`src/design/pobsf_pkg.sv`:
```
`default_nettype none

package pobsf_pkg;

  localparam int SAMPLE_WIDTH_DEF = 16;
  localparam int STATE_WIDTH_DEF  = 32;

  // configuration port
  localparam int CFG_DW = 15;
  localparam int CFG_IW = 2;

  localparam logic [CFG_IW-1:0] REG_ARM_TRIP    = 2'd0;
  localparam logic [CFG_IW-1:0] REG_DEADZONE    = 2'd1;
  localparam logic [CFG_IW-1:0] REG_DRIVE_LIMIT = 2'd2;

  localparam logic [CFG_DW-1:0] ARM_TRIP_RST    = 15'd11469;
  localparam logic [CFG_DW-1:0] DEADZONE_RST    = 15'd6554;
  localparam logic [CFG_DW-1:0] DRIVE_LIMIT_RST = 15'd20480;

  // sensor zero offsets, Q16.16
  localparam int C_ARM_ZERO   = 96368;
  localparam int C_STICK_ZERO = 43102;

  // gain magnitudes, Q16.16; signs live in the micro-op
  localparam int KW = 28;

  localparam logic [KW-1:0] K_TACHO       = 28'd2287632;
  localparam logic [KW-1:0] K_ARM_SCALE   = 28'd44663;
  localparam logic [KW-1:0] K_STICK_SCALE = 28'd48068;
  localparam logic [KW-1:0] K_ARM_MIX     = 28'd122887;
  localparam logic [KW-1:0] K_INV         = 28'd2545;
  localparam logic [KW-1:0] K_LR          = 28'd743859;
  localparam logic [KW-1:0] K_FB0         = 28'd161371724;
  localparam logic [KW-1:0] K_FB1         = 28'd29481101;
  localparam logic [KW-1:0] K_FB2         = 28'd4661130;
  localparam logic [KW-1:0] K_FB3         = 28'd12052;
  localparam logic [KW-1:0] K_OB0         = 28'd702343;
  localparam logic [KW-1:0] K_OB1         = 28'd47486;
  localparam logic [KW-1:0] K_OB2         = 28'd1411;

  typedef enum logic [2:0] {
    SRC_TACHO,
    SRC_ARMV,
    SRC_STICKV,
    SRC_ARM,
    SRC_SPEED,
    SRC_TMP,
    SRC_X1E,
    SRC_X2E
  } src_t;

  typedef enum logic [1:0] {
    ADD_ZERO,
    ADD_TMP,
    ADD_OBS,
    ADD_U
  } addend_t;

  typedef enum logic [2:0] {
    DST_SPEED,
    DST_ARM,
    DST_TMP,
    DST_X1E,
    DST_X2E,
    DST_U,
    DST_OBS
  } dst_t;

  // one multiply-accumulate step: dst = sat(addend + src * k)
  typedef struct packed {
    src_t          src;
    logic          kneg;
    logic [KW-1:0] kmag;
    addend_t       addend;
    dst_t          dst;
  } uop_t;

  localparam int UPC_W = 4;
  localparam logic [UPC_W-1:0] UPC_ARM  = 4'd1;
  localparam logic [UPC_W-1:0] UPC_LAST = 4'd12;

  function automatic uop_t uop_rom(input logic [UPC_W-1:0] upc);
    uop_t u;
    unique case (upc)
      4'd0:  u = '{src: SRC_TACHO,  kneg: 1'b1, kmag: K_TACHO,
                   addend: ADD_ZERO, dst: DST_SPEED};
      4'd1:  u = '{src: SRC_ARMV,   kneg: 1'b0, kmag: K_ARM_SCALE,
                   addend: ADD_ZERO, dst: DST_ARM};
      4'd2:  u = '{src: SRC_STICKV, kneg: 1'b0, kmag: K_STICK_SCALE,
                   addend: ADD_ZERO, dst: DST_TMP};
      4'd3:  u = '{src: SRC_ARM,    kneg: 1'b0, kmag: K_ARM_MIX,
                   addend: ADD_TMP,  dst: DST_TMP};
      4'd4:  u = '{src: SRC_TMP,    kneg: 1'b1, kmag: K_INV,
                   addend: ADD_ZERO, dst: DST_X1E};
      4'd5:  u = '{src: SRC_X1E,    kneg: 1'b0, kmag: K_LR,
                   addend: ADD_OBS,  dst: DST_X2E};
      4'd6:  u = '{src: SRC_X1E,    kneg: 1'b0, kmag: K_FB0,
                   addend: ADD_ZERO, dst: DST_U};
      4'd7:  u = '{src: SRC_X2E,    kneg: 1'b0, kmag: K_FB1,
                   addend: ADD_U,    dst: DST_U};
      4'd8:  u = '{src: SRC_ARM,    kneg: 1'b0, kmag: K_FB2,
                   addend: ADD_U,    dst: DST_U};
      4'd9:  u = '{src: SRC_SPEED,  kneg: 1'b0, kmag: K_FB3,
                   addend: ADD_U,    dst: DST_U};
      4'd10: u = '{src: SRC_X1E,    kneg: 1'b1, kmag: K_OB0,
                   addend: ADD_ZERO, dst: DST_TMP};
      4'd11: u = '{src: SRC_X2E,    kneg: 1'b0, kmag: K_OB1,
                   addend: ADD_TMP,  dst: DST_TMP};
      4'd12: u = '{src: SRC_ARM,    kneg: 1'b0, kmag: K_OB2,
                   addend: ADD_TMP,  dst: DST_OBS};
      default: u = '{src: SRC_TMP,  kneg: 1'b0, kmag: '0,
                     addend: ADD_ZERO, dst: DST_TMP};
    endcase
    return u;
  endfunction

endpackage

`default_nettype wire

```
`src/design/pendulum_observer_state_feedback.sv`:
```
// Pendulum controller with a reduced-order observer. Each accepted word of three
// Q4.12 sensor voltages yields one result word: a Q4.12 motor drive and the
// latched trip flag. All internal values are signed Q16.16 in STATE_WIDTH bits,
// every product rounded to nearest and every product and sum saturated. Thirteen
// constant products run one after another through a single 16 x 28 bit multiplier,
// which takes the operand magnitude one 16-bit digit per cycle; the operand has
// NCH = ceil(STATE_WIDTH / 16) digits, and each product passes through the states
// LOAD, MAC, WB and ADD. A sample that trips stops after the arm product, and
// once tripped each sample returns zero drive until reset. in_ready is high only
// between samples; a finished result waits in the output register while the next
// sample is taken in. Registers are written through cfg_we / cfg_index / cfg_wdata
// (0: arm trip limit, 1: deadzone offset, 2: drive limit); the user must write them
// only between samples, which the block itself does not enforce.
`default_nettype none

module pendulum_observer_state_feedback
  import pobsf_pkg::*;
#(
  parameter int SAMPLE_WIDTH = SAMPLE_WIDTH_DEF,
  parameter int STATE_WIDTH  = STATE_WIDTH_DEF
) (
  input  wire                            clk,
  input  wire                            rst_n,
  input  wire                            in_valid,
  output logic                           in_ready,
  input  wire signed [SAMPLE_WIDTH-1:0]  in_tacho_voltage,
  input  wire signed [SAMPLE_WIDTH-1:0]  in_arm_voltage,
  input  wire signed [SAMPLE_WIDTH-1:0]  in_stick_voltage,
  output logic                           out_valid,
  input  wire                            out_ready,
  output logic signed [SAMPLE_WIDTH-1:0] out_motor_drive,
  output logic                           out_tripped,
  input  wire                            cfg_we,
  input  wire        [CFG_IW-1:0]        cfg_index,
  input  wire        [CFG_DW-1:0]        cfg_wdata
);

  localparam int SW    = STATE_WIDTH;
  localparam int NCH   = (SW + 15) / 16;
  localparam int MW    = NCH * 16;
  localparam int AW    = MW + KW;
  localparam int RW    = AW - 16;
  localparam int EW    = ((SW > SAMPLE_WIDTH + 4) ? SW : SAMPLE_WIDTH + 4) + 2;
  localparam int CNT_W = $clog2(NCH);

  localparam logic signed [SW-1:0] SMAX = {1'b0, {(SW-1){1'b1}}};
  localparam logic signed [SW-1:0] SMIN = {1'b1, {(SW-1){1'b0}}};
  localparam logic [RW-1:0] RMAX_POS = {{(RW-SW+1){1'b0}}, {(SW-1){1'b1}}};
  localparam logic [RW-1:0] RMAX_NEG = RMAX_POS + RW'(1);
  localparam logic signed [EW-1:0] ARM_OFS   = EW'(-C_ARM_ZERO);
  localparam logic signed [EW-1:0] STICK_OFS = EW'(-C_STICK_ZERO);

  typedef enum logic [3:0] {
    S_IDLE,
    S_LOAD,
    S_MAC,
    S_WB,
    S_ADD,
    S_CHECK,
    S_NEG,
    S_DZ,
    S_CLAMP,
    S_ROUND,
    S_EMIT
  } state_t;

  function automatic logic signed [SW-1:0] sat_e(input logic signed [EW-1:0] v);
    if (v > EW'(SMAX)) return SMAX;
    else if (v < EW'(SMIN)) return SMIN;
    else return v[SW-1:0];
  endfunction

  // widen a Q4.12 sample to Q16.16, then remove its offset
  function automatic logic signed [SW-1:0] widen(input logic signed [SAMPLE_WIDTH-1:0] s,
                                                 input logic signed [EW-1:0] ofs);
    logic signed [EW-1:0] w;
    w = EW'(s) <<< 4;
    return sat_e(EW'(sat_e(w)) + ofs);
  endfunction

  state_t st_r;
  logic [UPC_W-1:0] upc_r;
  logic [CNT_W-1:0] cnt_r;

  logic signed [SAMPLE_WIDTH-1:0] tacho_r, armv_r, stickv_r;
  logic signed [SW-1:0] speed_r, arm_r, tmp_r, x1e_r, x2e_r, u_r, obs_r, prod_r;
  logic [MW-1:0] mag_r;
  logic [KW-1:0] kmag_r;
  logic          pneg_r;
  logic [AW-1:0] acc_r;
  logic signed [SAMPLE_WIDTH-1:0] drive_r;
  logic          trip_r;

  logic                           out_valid_r;
  logic signed [SAMPLE_WIDTH-1:0] out_drive_r;
  logic                           out_trip_r;

  logic [CFG_DW-1:0] cfg_trip_r, cfg_dz_r, cfg_lim_r;

  uop_t                 uop;
  logic signed [SW-1:0] opnd;
  logic [SW-1:0]        opnd_mag;
  logic [15+KW:0]       pp;
  logic [AW-1:0]        acc_nxt;
  logic [AW-1:0]        acc_rnd;
  logic [RW-1:0]        rmag;
  logic signed [SW-1:0] prod_nxt;
  logic signed [SW-1:0] addend;
  logic signed [SW-1:0] add_res;
  logic signed [EW-1:0] tlim, dz, dl;
  logic                 trip_hit;
  logic signed [SW-1:0] neg_res, dz_res, clamp_res;
  logic [SW-1:0]        umag;
  logic [SW:0]          urnd;
  logic [EW-1:0]        qe, qs;
  logic signed [SAMPLE_WIDTH-1:0] drive_nxt;

  assign uop = uop_rom(upc_r);

  // operand of the shared multiplier
  always_comb begin
    case (uop.src)
      SRC_TACHO:  opnd = widen(tacho_r, '0);
      SRC_ARMV:   opnd = widen(armv_r, ARM_OFS);
      SRC_STICKV: opnd = widen(stickv_r, STICK_OFS);
      SRC_ARM:    opnd = arm_r;
      SRC_SPEED:  opnd = speed_r;
      SRC_TMP:    opnd = tmp_r;
      SRC_X1E:    opnd = x1e_r;
      SRC_X2E:    opnd = x2e_r;
      default:    opnd = tmp_r;
    endcase
    opnd_mag = opnd[SW-1] ? (~opnd + 1'b1) : opnd;
  end

  // one digit of the magnitude per cycle, most significant first
  always_comb begin
    pp      = mag_r[MW-1 -: 16] * kmag_r;
    acc_nxt = (acc_r << 16) + AW'(pp);
  end

  // round to nearest, apply sign, saturate
  always_comb begin
    acc_rnd = acc_r + AW'(32'h8000);
    rmag    = acc_rnd[AW-1:16];
    if (!pneg_r) begin
      prod_nxt = (rmag > RMAX_POS) ? SMAX : rmag[SW-1:0];
    end else begin
      prod_nxt = (rmag > RMAX_NEG) ? SMIN : (~rmag[SW-1:0] + 1'b1);
    end
  end

  always_comb begin
    case (uop.addend)
      ADD_ZERO: addend = '0;
      ADD_TMP:  addend = tmp_r;
      ADD_OBS:  addend = obs_r;
      ADD_U:    addend = u_r;
      default:  addend = '0;
    endcase
    add_res = sat_e(EW'(addend) + EW'(prod_r));
  end

  // trip window, deadzone, clamp and output rounding
  always_comb begin
    tlim     = EW'({cfg_trip_r, 4'b0000});
    dz       = EW'({cfg_dz_r, 4'b0000});
    dl       = EW'({cfg_lim_r, 4'b0000});
    trip_hit = (EW'(arm_r) > tlim) || (EW'(arm_r) < -tlim);
    neg_res  = sat_e(-EW'(u_r));
    if (u_r > 0) dz_res = sat_e(EW'(u_r) + dz);
    else if (u_r < 0) dz_res = sat_e(EW'(u_r) - dz);
    else dz_res = u_r;
    if (EW'(u_r) > dl) clamp_res = SW'(dl);
    else if (EW'(u_r) < -dl) clamp_res = SW'(-dl);
    else clamp_res = u_r;
    umag      = u_r[SW-1] ? (~u_r + 1'b1) : u_r;
    urnd      = {1'b0, umag} + (SW+1)'(8);
    qe        = EW'(urnd[SW:4]);
    qs        = u_r[SW-1] ? (~qe + 1'b1) : qe;
    drive_nxt = qs[SAMPLE_WIDTH-1:0];
  end

  always_ff @(posedge clk) begin
    if (!rst_n) begin
      st_r        <= S_IDLE;
      upc_r       <= '0;
      cnt_r       <= '0;
      trip_r      <= 1'b0;
      obs_r       <= '0;
      out_valid_r <= 1'b0;
      cfg_trip_r  <= ARM_TRIP_RST;
      cfg_dz_r    <= DEADZONE_RST;
      cfg_lim_r   <= DRIVE_LIMIT_RST;
    end else begin
      if (cfg_we) begin
        unique case (cfg_index)
          REG_ARM_TRIP:    cfg_trip_r <= cfg_wdata;
          REG_DEADZONE:    cfg_dz_r   <= cfg_wdata;
          REG_DRIVE_LIMIT: cfg_lim_r  <= cfg_wdata;
          default: ;
        endcase
      end

      if (out_valid_r && out_ready && st_r != S_EMIT) out_valid_r <= 1'b0;

      unique case (st_r)
        S_IDLE: begin
          if (in_valid) begin
            tacho_r  <= in_tacho_voltage;
            armv_r   <= in_arm_voltage;
            stickv_r <= in_stick_voltage;
            upc_r    <= '0;
            if (trip_r) begin
              drive_r <= '0;
              st_r    <= S_EMIT;
            end else begin
              st_r <= S_LOAD;
            end
          end
        end
        S_LOAD: begin
          mag_r  <= MW'(opnd_mag);
          kmag_r <= uop.kmag;
          pneg_r <= opnd[SW-1] ^ uop.kneg;
          acc_r  <= '0;
          cnt_r  <= CNT_W'(NCH - 1);
          st_r   <= S_MAC;
        end
        S_MAC: begin
          acc_r <= acc_nxt;
          mag_r <= mag_r << 16;
          if (cnt_r == '0) st_r <= S_WB;
          else cnt_r <= cnt_r - 1'b1;
        end
        S_WB: begin
          prod_r <= prod_nxt;
          st_r   <= S_ADD;
        end
        S_ADD: begin
          unique case (uop.dst)
            DST_SPEED: speed_r <= add_res;
            DST_ARM:   arm_r   <= add_res;
            DST_TMP:   tmp_r   <= add_res;
            DST_X1E:   x1e_r   <= add_res;
            DST_X2E:   x2e_r   <= add_res;
            DST_U:     u_r     <= add_res;
            DST_OBS:   obs_r   <= add_res;
            default: ;
          endcase
          if (upc_r == UPC_ARM) begin
            st_r <= S_CHECK;
          end else if (upc_r == UPC_LAST) begin
            st_r <= S_NEG;
          end else begin
            upc_r <= upc_r + UPC_W'(1);
            st_r  <= S_LOAD;
          end
        end
        S_CHECK: begin
          // arm out of the window: drop the rest and latch the trip
          if (trip_hit) begin
            trip_r  <= 1'b1;
            drive_r <= '0;
            st_r    <= S_EMIT;
          end else begin
            upc_r <= upc_r + UPC_W'(1);
            st_r  <= S_LOAD;
          end
        end
        S_NEG: begin
          u_r  <= neg_res;
          st_r <= S_DZ;
        end
        S_DZ: begin
          u_r  <= dz_res;
          st_r <= S_CLAMP;
        end
        S_CLAMP: begin
          u_r  <= clamp_res;
          st_r <= S_ROUND;
        end
        S_ROUND: begin
          drive_r <= drive_nxt;
          st_r    <= S_EMIT;
        end
        S_EMIT: begin
          // hold until the previous word has left the output register
          if (!out_valid_r || out_ready) begin
            out_drive_r <= drive_r;
            out_trip_r  <= trip_r;
            out_valid_r <= 1'b1;
            st_r        <= S_IDLE;
          end
        end
        default: st_r <= S_IDLE;
      endcase
    end
  end

  assign in_ready        = (st_r == S_IDLE);
  assign out_valid       = out_valid_r;
  assign out_motor_drive = out_drive_r;
  assign out_tripped     = out_trip_r;

endmodule

`default_nettype wire

```
`config.mk`:
```
export PLATFORM = sky130hd
export DESIGN_NAME = pendulum_observer_state_feedback
export DESIGN_NICKNAME = d
export VERILOG_FILES = /design/src/design/pobsf_pkg.sv /design/src/design/pendulum_observer_state_feedback.sv
export SDC_FILE = /design/constraint.sdc
export NUM_CORES = 2
export LEC_CHECK = 0
export ABC_AREA = 1
export ABC_CLOCK_PERIOD_IN_PS = 7750
export BUFFER_PORTS_ARGS = -buffer_cell sky130_fd_sc_hd__buf_2
export CORE_UTILIZATION = 30
export CTS_BUF_LIST = sky130_fd_sc_hd__clkbuf_4
export DETAILED_ROUTE_END_ITERATION = 16
export PLACE_DENSITY = 0.43
export SLEW_MARGIN = 0
export SYNTH_ARGS = -nofsm -noshare
export SYNTH_HDL_FRONTEND = slang
export SYNTH_SLANG_ARGS = --single-unit
```
`constraint.sdc`:
```
create_clock -name clk -period 7.75 [get_ports clk]
set_input_delay 1.55 -clock clk [delete_from_list [all_inputs] [get_ports clk]]
set_output_delay 1.55 -clock clk [all_outputs]
set_load 0.03 [all_outputs]
```
**Word level (Yosys, flattened, before mapping)**

Memory sizes are Yosys's and may differ from the RTL's. A register that Yosys moved wholly into a read port is not among the register bits.
Cells that the tools add are included.

- Register bits: 514
- ROM bits: 560
- Input bits: 70
- Output and inout port bits: 19
- Word-level logic and storage cells: 216
- Memories: 1

Memories:

| memory | words | width | read ports | clocked after Yosys merged registers in | wr ports | line | source |
|---|---|---|---|---|---|---|---|
| (no name shown) | 16 | 35 | 1 | 1 | 0 | pobsf_pkg.sv:84 | `unique case (upc)` |

- Add/subtract/negate cells: 17
- Multipliers: 1
- $lt $le $gt $ge: 28
- Equality and inequality tests: 42
- Muxes and demuxes: 63
- Bitwise gates (word level): 5
- Reductions and logical operators: 33

Operator list:

| cell | count |
|---|---|
| $mux 32 | 32 |
| $pmux 32 s4 | 2 |
| $pmux 32 s8 | 1 |
| $gt 33x32->1 const B | 5 |
| $lt 33x32->1 const B | 5 |
| $pmux 60 s2 | 1 |
| $gt 20x32->1 const B | 3 |
| $lt 20x32->1 const B | 3 |
| $lt 32x34->1 | 2 |
| $neg 19->34 | 2 |
| $add 32x1->32 const B | 2 |
| $gt 32x20->1 | 2 |
| $mux 16 | 4 |
| $not 32->32 | 2 |
| $pmux 32 s2 | 1 |
| $add 60x16->60 const B | 1 |
| $add 60x44->60 | 1 |
| $pmux 16 s3 | 1 |
| $gt 44x31->1 const B | 1 |
| $gt 44x32->1 const B | 1 |
| $mul 16x28->44 | 1 |
| $mux 4 | 11 |
| $pmux 4 s11 | 1 |
| $gt 34x32->1 const B | 1 |
| 49 further kinds | 103 |

**Depth between registers and ports, before layout**

- Word-level depth: 13
- Mapped depth: 32
- Depth with buffers taken out: 30

**Least setup slack after synthesis**

OpenSTA, ideal clock, no wires.

- Kind: input -> register
- Start point: input port rst_n
- End point: register acc_r[0] (enable)
- Setup time: 0.543 ns
- Arrival: 6.000 ns
- Data required time: 7.207 ns
- Slack: 1.207 ns
- Cell stages on the path: 4
- Buffers on the path: 2
- Cells stage by stage: clkbuf_1 > inv_1 > clkbuf_1 > nor2_1

- Longest elaborated chain between the ends: 1

RTL lines:

| item | line | source |
|---|---|---|
| from (decl) | pendulum_observer_state_feedback.sv:23 | `input wire rst_n,` |
| $reduce_and 2->1 (no source line) | -- |  |
| to (signal assigned) | pendulum_observer_state_feedback.sv:231 | `acc_r <= acc_nxt;` |
| to (decl) | pendulum_observer_state_feedback.sv:90 | `logic [AW-1:0] acc_r;` |

No other way between the ends.
A chain may end at the register's enable or synchronous reset.

**Final worst setup path**

- Start point: register mag_r[21]
- End point: register acc_r[54], data pin

- Longest elaborated chain between the ends: 3

RTL lines:

| item | line | source |
|---|---|---|
| from (decl) | pendulum_observer_state_feedback.sv:87 | `logic [MW-1:0] mag_r;` |
| from (signal assigned) | pendulum_observer_state_feedback.sv:223 | `mag_r <= MW'(opnd_mag);` |
| from (signal assigned) | pendulum_observer_state_feedback.sv:232 | `mag_r <= mag_r << 16;` |
| $mul 16x28->44 | pendulum_observer_state_feedback.sv:138 | `pp = mag_r[MW-1 -: 16] * kmag_r;` |
| $add 60x44->60 | pendulum_observer_state_feedback.sv:139 | `acc_nxt = (acc_r << 16) + AW'(pp);` |
| $pmux 60 s2 | pendulum_observer_state_feedback.sv:207 | `unique case (st_r)` |

No other way between the ends.

==> out/metrics.csv <==
stage,metric,value,unit
floorplanning,ios,89,
timing,setup_tns,0,ns
floorplanning,row_count,151,
placement,dp_hpwl,161,mm
floorplanning,design.core.area,170000,sq um
synthesis,syn_inst,6914,
synthesis,synth_area_leaders,"edfxtp_1, fa_1, nand2_1, inv_1, ha_1",
synthesis,ys.flop_type,edfxtp_1,
cells_and_area,area_delta_synth_final,10.2,%
floorplanning,die-width,417,um
synthesis,synth_most_common_cell,nand2_1,
synthesis,syn_nets,7650,
cells_and_area,regArea,15100,sq um
cts,cts_buffers,168,
hold_path,min_from,uop[5]$_DFF_P_,
route,via_count,46300,
timing,finalCritPeriodShare,93.1,%
cts,htreeDepth,4,
hold_path,hold_depth,0,
grt,grt_pass1_wl,301,mm
critical_path,r2r-end,acc_r[54]$_SDFFCE_PN0P_,
critical_path,rr_startpoint,mag_r[21]$_DFFE_PP_,
cells_and_area,multi_input_area,30700,sq um
grt,grt_overflow,0,
route,ant_nets,0,
cells_and_area,final_area,56900,sq um
timing,maxSlewViolCount,0,
timing,slew-limit-headroom,23.9,%
cts,cts.path.max_buffers,3,
synthesis,async_flop_share,0,%
route,drt-wirelength-per-cell,21.3,um
critical_path,critical_path_class,register to register,
timing,finalSetupViolations,0,
synthesis,ys_warn_count,0,
cts,cts.clk_slew.worst_paths,0.07,ns
cts,root_buffer,clkbuf_4,
floorplanning,dieArea,174000,sq um
cts,cts_resized,0,
route,wl,202,mm
floorplanning,die_h,417,um
cells_and_area,fin_cells,9457,
critical_path,startpoint_type,register,
route,drtIter0Drc,3797,
critical_path,critical_path_required,8.68,ns
timing,skew,0.114,ns
cts,clock_latency,1.24,ns
run,maxCapViolations,0,
synthesis,synth_cell_types,64,
critical_path,crit_arrival,8.15,ns
route,dr.pass1.iters,9,
cells_and_area,final_layout_size_suffix_gt1_share,7.85,%
timing,worstMarginPinSlew,1.14,ns
critical_path,reg2reg_depth,23,
timing,final_hold_viol_count,0,
synthesis,ys_top_cells_by_count,"nand2_1, inv_1, nor2_1",
synthesis,yosysTopAreaCell,edfxtp_1,
grt,antenna_found_initial,4,
grt,grt_util_all_layers,23.2,%
timing,fmax,139,MHz
critical_path,r2r_setup_slack,0.54,ns
critical_path,critical_path.max_fanout,24,
synthesis,ys_ff_latch,543,
timing,hold_ws,0.353,ns
grt,grt_pass1_vias,46000,
cts,clock_sinks,543,
placement,globalplace.congestion,0.934,
cells_and_area,largest_reg_flops,60,
cells_and_area,nets,7762,
route,drcViolationCount,0,
run_status,status,"complete, no violations",
synthesis,synth_edf_count,422,
cts,post_cts_buffers,0,
hold_path,worstHoldEndpoint,kmag_r[0]$_DFFE_PP_,
placement,place_inst,9151,
grt,grt_max_degree,51,
synthesis,post_synth_instance_area,51700,sq um
cts,cts_tree,done,
synthesis,yosysTopAreaCellShare,24.5,%
synthesis,ys_seq_area_share,29.2,%
route,viasPerCell,4.89,
timing,rsz0062_at_grt,no,
cells_and_area,top_register,acc_r,
synthesis,syn_avg_cell_area,7.47,sq um
placement,io_buffer_count,88,
cells_and_area,n_fill_cell,18600,
cts,ctsHoldBuffers,0,
floorplanning,start_util,30.3,%
hold_path,hold_path_class,register to register,
timing,min_period,7.21,ns
critical_path,worst_setup_path_end_kind,register,
placement,post_dp_cell_area,54700,sq um
[how the worst max path moves through the flow]
stage                              startpoint                       to
final                     mag_r[21]$_DFFE_PP_  acc_r[54]$_SDFFCE_PN0P_
after global routing      mag_r[21]$_DFFE_PP_  acc_r[54]$_SDFFCE_PN0P_
after CTS                 mag_r[21]$_DFFE_PP_  acc_r[54]$_SDFFCE_PN0P_
after detailed placement  mag_r[21]$_DFFE_PP_  acc_r[54]$_SDFFCE_PN0P_
after global placement    mag_r[21]$_DFFE_PP_  acc_r[50]$_SDFFCE_PN0P_
after floorplan                         rst_n   acc_r[0]$_SDFFCE_PN0P_
[worst max-delay path: stages, from the launching register on]
cell and delay, ns:
edfxtp_1 1.08, nand2_1 0.17, fa_1 0.55, fa_1 0.55, inv_1 0.09, fa_1 0.48
fa_1 0.50, inv_1 0.06, fa_1 0.51, fa_1 0.56, inv_1 0.04, ha_1 0.36
a21oi_1 0.24, inv_1 0.08, a21oi_1 0.16, o21ai_0 0.14, nand2_1 0.09, o2111ai_1 0.20
a21oi_1 0.31, o21ai_0 0.21, a21oi_1 0.21, inv_1 0.13, a21oi_1 0.15, nor2_1 0.07
[layer usage]
| metal | part of all wire [%] | vias to the layer above | routed length (um) | track usage (%) |
|---|---|---|---|---|
| li1 | - | 22400 | - | - |
| met1 | 44 | 22400 | 89100 | 30.6 |
| met2 | 49 | 1241 | 98000 | 39.4 |
| met3 | 4.8 | 231 | 9590 | 2.96 |
| met4 | 2.6 | 0 | 5160 | 6.74 |
| met5 | 0 | - | 0 | 0 |
[placed cells by master, fill, tap and decap left out, drive strengths merged, types with 7 or more instances in the layout]
cell type	instances
clkbuf	240
fa	360
a21o	13
nor3	115
edfxtp	422
a21oi	350
or2	22
inv	1333
clkinv	54
dfxtp	121
and3	7
buf	167
o221ai	32
o21a	29
nor4	38
a221oi	8
o211ai	35
nand2	1761
nor2	592
o21ai	358
nand3b	19
xor2	122
a31oi	34
a21boi	8
nand4	102
a211oi	7
nand3	429
ha	306
xnor2	25
o21bai	9
[area by class of cell]
cell class / count / area share [%]
timing repair buffer: 167 / 1.82
tap: 2295 / 5.05
sequential: 543 / 26.5
clock buffer: 240 / 3.17
multi-input combinational: 4819 / 54.0
inverter: 1327 / 8.75
clock inverter: 61 / 0.682
antenna: 5 / 0.0220
[kinds of logic (layout without fill, tap and decap cells)]
kind of cell | Yosys count | in the layout | synth area share, %
AND/OR/NAND/NOR | 3097 | 3097 | 25.4
buffers and inverters | 1552 | 1795 | 11.5
AO/OA/AOI/OAI | 909 | 909 | 9.87
adder cells (fa/ha/maj) | 666 | 666 | 21.4
flip-flops | 543 | 543 | 29.2
XOR/XNOR | 147 | 147 | 2.59
other | 0 | 5 | 0
[stage by stage]
stage               util, %  setup WS (ns)
detailed placement     32.1          0.680
global placement       32.1          0.620
global route           33.4         0.0311
floorplan                 -           1.21
CTS                    33.4          0.554
finish                 33.4          0.536
Power is left out: the tool's default activity adds up to more than one toggle a clock period on the data nets, which glitch-free logic cannot reach.
